## config.mk

```make
export PLATFORM = sky130hd
export DESIGN_NAME = tdpt_ctrl
export DESIGN_NICKNAME = d
export VERILOG_FILES = /design/src/sv/tdpt_pkg.sv /design/src/sv/tdpt_ctrl.sv
export SDC_FILE = /design/constraint.sdc
export NUM_CORES = 1
export LEC_CHECK = 0
export BUFFER_PORTS_ARGS = -buffer_cell sky130_fd_sc_hd__buf_4
export CORE_AREA = 2 2 39 41
export CTS_CLUSTER_SIZE = 24
export DETAILED_ROUTE_END_ITERATION = 8
export DIE_AREA = 0 0 41 43
export PLACE_DENSITY_LB_ADDON = 0.05
export SYNTH_ARGS = -nofsm -noshare
export SYNTH_HDL_FRONTEND = slang
export SYNTH_SLANG_ARGS = --single-unit
```

## constraint.sdc

```tcl
create_clock -name clk -period 2 [get_ports clk]
set_input_delay 0.4 -clock clk [delete_from_list [all_inputs] [get_ports clk]]
set_output_delay 0.4 -clock clk [all_outputs]
set_load 0.01 [all_outputs]
```

## src/sv/tdpt_pkg.sv

```systemverilog
// ----------------------------------------------------------------------------
// tdpt_pkg
// types and codes shared by the trial division prime tester modules
// ----------------------------------------------------------------------------
package tdpt_pkg;

	localparam int VALUE_W = 64;
	localparam int COUNT_W = 13;
	localparam int LIMIT_W = 33;

	typedef enum logic [1:0] {
		CMD_CLEAR  = 2'd0,
		CMD_APPEND = 2'd1,
		CMD_TEST   = 2'd2,
		CMD_NONE   = 2'd3
	} cmd_t;

	typedef enum logic [1:0] {
		ST_OK       = 2'd0,
		ST_FULL     = 2'd1,
		ST_OVERSIZE = 2'd2
	} status_t;

	typedef struct packed {
		logic [1:0]         command;
		logic [VALUE_W-1:0] value;
	} in_item_t;

	typedef struct packed {
		logic [1:0]         status;
		logic               prime_flag;
		logic               test_done;
		logic [VALUE_W-1:0] echo_value;
		logic [COUNT_W-1:0] table_entries;
	} out_item_t;

	typedef enum logic [2:0] {
		S_IDLE,
		S_READ,
		S_DIV,
		S_CHECK,
		S_DONE
	} state_t;

	// controller to datapath
	typedef struct packed {
		logic load;      // capture item, reset walk index
		logic rd;        // read table at walk index
		logic div_start; // start modulo of candidate by read entry
		logic step;      // advance walk index
		logic finish;    // emit result
		logic prime;     // verdict for test results
	} dp_cmd_t;

	// datapath to controller
	typedef struct packed {
		logic [1:0] command;
		logic       more;      // walk index below entry count
		logic       div_busy;
		logic       divides;   // entry nonzero and remainder zero
		logic       over;      // entry above divisor limit
	} dp_stat_t;

endpackage

```

## src/sv/tdpt_ctrl.sv

```systemverilog
// ----------------------------------------------------------------------------
// tdpt_ctrl
// sequencer for table commands and the trial division walk
// ----------------------------------------------------------------------------
module tdpt_ctrl (
	input  logic                clk,
	input  logic                arst_n,
	input  logic                start,
	output logic                busy,
	output logic                strobe,
	output tdpt_pkg::dp_cmd_t   cmd,
	input  tdpt_pkg::dp_stat_t  stat
);
	tdpt_pkg::state_t state_q, state_d;
	logic             prime_q, prime_d;
	logic             strobe_q;

	always_ff @(posedge clk or negedge arst_n) begin
		if (!arst_n) begin
			state_q  <= tdpt_pkg::S_IDLE;
			prime_q  <= 1'b0;
			strobe_q <= 1'b0;
		end else begin
			state_q  <= state_d;
			prime_q  <= prime_d;
			strobe_q <= cmd.finish;
		end
	end

	assign busy   = (state_q != tdpt_pkg::S_IDLE);
	assign strobe = strobe_q;

	always_comb begin
		state_d = state_q;
		prime_d = prime_q;
		cmd     = '0;
		cmd.prime = prime_q;
		case (state_q)
			tdpt_pkg::S_IDLE: begin
				if (start) begin
					cmd.load = 1'b1;
					prime_d  = 1'b0;
					state_d  = tdpt_pkg::S_READ;
				end
			end
			tdpt_pkg::S_READ: begin
				if (stat.command == tdpt_pkg::CMD_TEST && stat.more) begin
					cmd.rd  = 1'b1;
					state_d = tdpt_pkg::S_DIV;
				end else begin
					cmd.prime = (stat.command == tdpt_pkg::CMD_TEST);
					cmd.finish = 1'b1;
					state_d = tdpt_pkg::S_IDLE;
				end
			end
			tdpt_pkg::S_DIV: begin
				cmd.div_start = 1'b1;
				state_d = tdpt_pkg::S_CHECK;
			end
			tdpt_pkg::S_CHECK: begin
				if (!stat.div_busy) begin
					if (stat.divides) begin
						cmd.prime  = 1'b0;
						cmd.finish = 1'b1;
						state_d    = tdpt_pkg::S_IDLE;
					end else if (stat.over) begin
						cmd.prime  = 1'b1;
						cmd.finish = 1'b1;
						state_d    = tdpt_pkg::S_IDLE;
					end else begin
						cmd.step = 1'b1;
						state_d  = tdpt_pkg::S_READ;
					end
				end
			end
			default: state_d = tdpt_pkg::S_IDLE;
		endcase
	end
endmodule

```

======== After elaboration in Yosys (flattened, before gate mapping) ========
Index checks and enable logic that the tools add are counted.
word-level totals
  register bits ........................... 4
  bits in latches ......................... 0
  bits in writable memories ............... 0
  bits in read-only memories .............. 0
  input bits .............................. 9
  output and inout port bits .............. 8
  memories ................................ 0
cells by class
  add/sub/neg operators ................... 0
  multiply operators ...................... 0
  divide/modulo/power cells ............... 0
  magnitude comparators ................... 0
  equal/unequal tests ..................... 6
  shifts and indexed selects .............. 0
  muxes and demuxes ....................... 19
  bitwise gates (word level) .............. 0
  reductions and logical operators ........ 4
operators with widths
  operator                                        number
  two-way mux 3 bit                               4
  one-hot mux 3 bit (4 select lines)              1
  two-way mux 1 bit                               9
  two-way mux 2 bit                               4
  == test 3 x 2 -> 1 bit (second input constant)  2
  != test 2 bit (second input constant)           2
  one-hot mux 2 bit (2 select lines)              1
  == test 3 x 1 -> 1 bit (second input constant)  1
  zero test 3 bit                                 1
  nonzero test 3 bit                              1
  == test 2 bit (second input constant)           1
  AND reduction 2 bit                             1
  logical AND 1 bit                               1

======== Logic depth before layout (Yosys ltp) ========
  depth in word-level cells ............... 4
  mapped depth ............................ 2
  gate-level depth less buffers ........... 2

======== Worst setup path before layout ========
No wires, ideal clock.
  path type ............................... in2out
  start ................................... input stat[2] (netlist bit)
  end ..................................... output cmd[1] (netlist bit)
  arrival ................................. 967 ps
  slack ................................... 633 ps
  stages on the path ...................... 2
  path buffers ............................ 0
  cell sequence ........................... o21bai_1 a211oi_1
RTL lines
  item             line             text
  start, declared  tdpt_ctrl.sv:12  input tdpt_pkg::dp_stat_t stat
  end, declared    tdpt_ctrl.sv:11  output tdpt_pkg::dp_cmd_t cmd,

==> results.json <==
{
  "viasPerCell": 4.09,
  "totalPowerFinal_uw": 446,
  "dp_cells": 53,
  "ant_nets": 0,
  "switching_share_pct": 35.7,
  "relSlewSlack_pct": 80.4,
  "diodes": 0,
  "clk_pin_slew_ns": 0.04,
  "cts.path.max_buffers": 2,
  "clock_sinks": 3,
  "cts_htree_levels": 1,
  "drt_wl_total_um": 587,
  "p_int_uw": 287,
  "grt_max_degree": 9,
  "placementRows": 14,
  "post-route-drc-count": 0,
  "drtIter0Drc": 0,
  "core_um2": 1380,
  "cp_max_fo": 8,
  "final_layout_size_suffix_gt1_share_pct": 47.6,
  "crit_arrival_ns": 1.29,
  "yosys.cell_types.count": 14,
  "cts_buffers": 3,
  "hold_ws_ns": 0.453,
  "crit_type": "flop to primary output",
  "design_area_um2": 378,
  "comb_power_share_pct": 46.6,
  "worst_hold_path.num_cells": 3,
  "place.detailed.hpwl_um": 468,
  "powerDensity_nw_per_um2": 1180,
  "yosysSeqAreaShare_pct": 37.3,
  "slew_violations": 0,
  "placed_cell_area_um2": 342,
  "power_frac_clock_pct": 24.1,
  "reg2reg_slack_ns": 0.97,
  "rsz0062_at_grt": "false",
  "synth_top_area_share_pct": 37.3,
  "nets": 52,
  "max_cap_violations": 0,
  "holdPathEnd": "state_q[1]$_DFFE_PN0P_",
  "grt_pass1_wl_um": 924,
  "die_area_um2": 1760,
  "holdCritPathClass": "input pin to flop",
  "synth.avg_cell_area_um2": 9.59,
  "yosysTopAreaCell": "dfrtp_1",
  "seqPwrFrac_pct": 29.3,
  "synthesis.area_um2": 201,
  "first_pass_iters": 1,
  "end_kind": "primary output",
  "io_buffer_count": 16,
  "worstMarginPinSlew_ns": 0.293,
  "syn-num-nets": 30,
  "ys_seq_elements": 3,
  "num-fill-cells": 157,
  "post_cts_buffers": 0,
  "required_ns": 1.60,
  "antenna_found_initial": 0,
  "rr_endpoint": "strobe$_DFF_PN0_",
  "crit_path_start_kind": "flop",
  "outcome": "completed",
  "via_count": 237,
  "period_minus_slack_ns": 1.69,
  "track_usage_pct": 8.53,
  "yosysWarnings": 0,
  "hold_start": "stat[3]",
  "power.switching_uw": 160,
  "synthCells": 21,
  "start_util_pct": 14.6,
  "die_y_um": 43,
  "clock_skew_ns": 0.00133,
  "min_period_over_period_pct": 84.5,
  "instances_no_fill": 58,
  "synth_area_leaders": "dfrtp_1 37%, o2bb2ai_1 8.7%, and4bb_1 6.2%",
  "r2r_cells": 2,
  "finalHoldViolations": 0,
  "ir_drop_uv": 326,
  "gp_congestion": 0.661,
  "grt_pass1_vias": 234,
  "final_util_pct": 27.3,
  "finalSetupViolCount": 0,
  "pre_cts_ws_ns": 0.385,
  "post_drt_wl_per_cell_um": 10.1,
  "root_buffer": "clkbuf_4",
  "tns_ns": 0,
  "overflow": 0,
  "leakage_nw": 0.200,
  "fmaxAchievable_mhz": 592,
  "cts_tree": "yes",
  "area_growth_pct": 87.6,
  "die_w_um": 41,
  "r2r-start": "state_q[1]$_DFFE_PN0P_",
  "io_pins": 17,
  "fin_ws_ns": 0.310,
  "clk_latency_ns": 0.23
}
## cells by family (layout without fill, tap and decap cells)
kind of cell           Yosys count  after routing  synth area share, %
buffers and inverters            3             24                 5.59
AO/OA/AOI/OAI                    5              5                 20.5
flip-flops                       3              3                 37.3
AND/OR/NAND/NOR                 10             10                 36.7
## cell usage in the layout, fill, tap and decap left out
cell type      count
nand4bb_1          1
or2_2              1
dlygate4sd3_1      1
o2bb2ai_1          2
nor2b_1            2
clkbuf_4           3
nor4bb_1           1
clkbuf_1           1
inv_1              3
buf_4             16
and2b_1            1
and4bb_1           1
dfrtp_1            3
nand2b_1           1
o21bai_1           1
nor2_1             2
a211o_1            1
a211oi_1           1
## registers in the layout (all words and copies together) (netlist names)
register and flops:
state_q 2, strobe 1
## final cells by class
class,instances,area (µm²),share of cell area (%)
Inverter,3,11.3,2.98
Clock buffer,4,26.3,6.95
Sequential cell,3,75.1,19.9
Timing Repair Buffer,17,130,34.4
Multi-Input combinational cell,15,115,30.5
Tap cell,16,20.0,5.30
## cells in the mapped netlist (all sizes together)
cell type / n
nand2b: 1
nor4bb: 1
a211oi: 1
nor2b: 2
or2: 1
nand4bb: 1
o21bai: 1
and4bb: 1
nor2: 2
dfrtp: 3
a211o: 1
inv: 3
o2bb2ai: 2
and2b: 1
## critical path, stage by stage (launching register included)
cell	delay, ns
dfrtp_1	0.45
nor4bb_1	0.33
a211oi_1	0.11
buf_4	0.16
## worst max-delay path by stage
stage	startpoint	endpoint	slack [ns]	depth (start not counted)
after floorplan	stat[2]	cmd[1]	0.63	2
after global placement	stat[2]	cmd[1]	0.44	4
after detailed placement	stat[2]	cmd[1]	0.39	4
after CTS	state_q[1]$_DFFE_PN0P_	cmd[1]	0.27	3
after global routing	state_q[1]$_DFFE_PN0P_	cmd[1]	0.19	3
final	state_q[1]$_DFFE_PN0P_	cmd[1]	0.31	3
## power by group through the flow
stage	clock [mW]	combinational, mW	sequential, mW
after floorplan	0	0.101	0.123
after global placement	0	0.209	0.133
after detailed placement	0	0.211	0.132
after CTS	0.112	0.212	0.131
after global routing	0.120	0.228	0.137
final	0.108	0.208	0.131
## per-layer routing
metal / up-vias / track usage (%) / part of all wire (%)
met2: 12 / 10.6 / 52
li1: 117 / - / -
met3: 2 / 1.57 / 7.3
met1: 106 / 9.62 / 39
met5: - / 0 / 0
met4: 0 / 12.0 / 1.4
## repair_timing
action                                 CTS  global route
hold buffers                             1             0
endpoints found under the hold margin    3             0
gates resized for setup                  0             0
setup endpoints to repair                0             0
(Power assumes the default switching activity.)
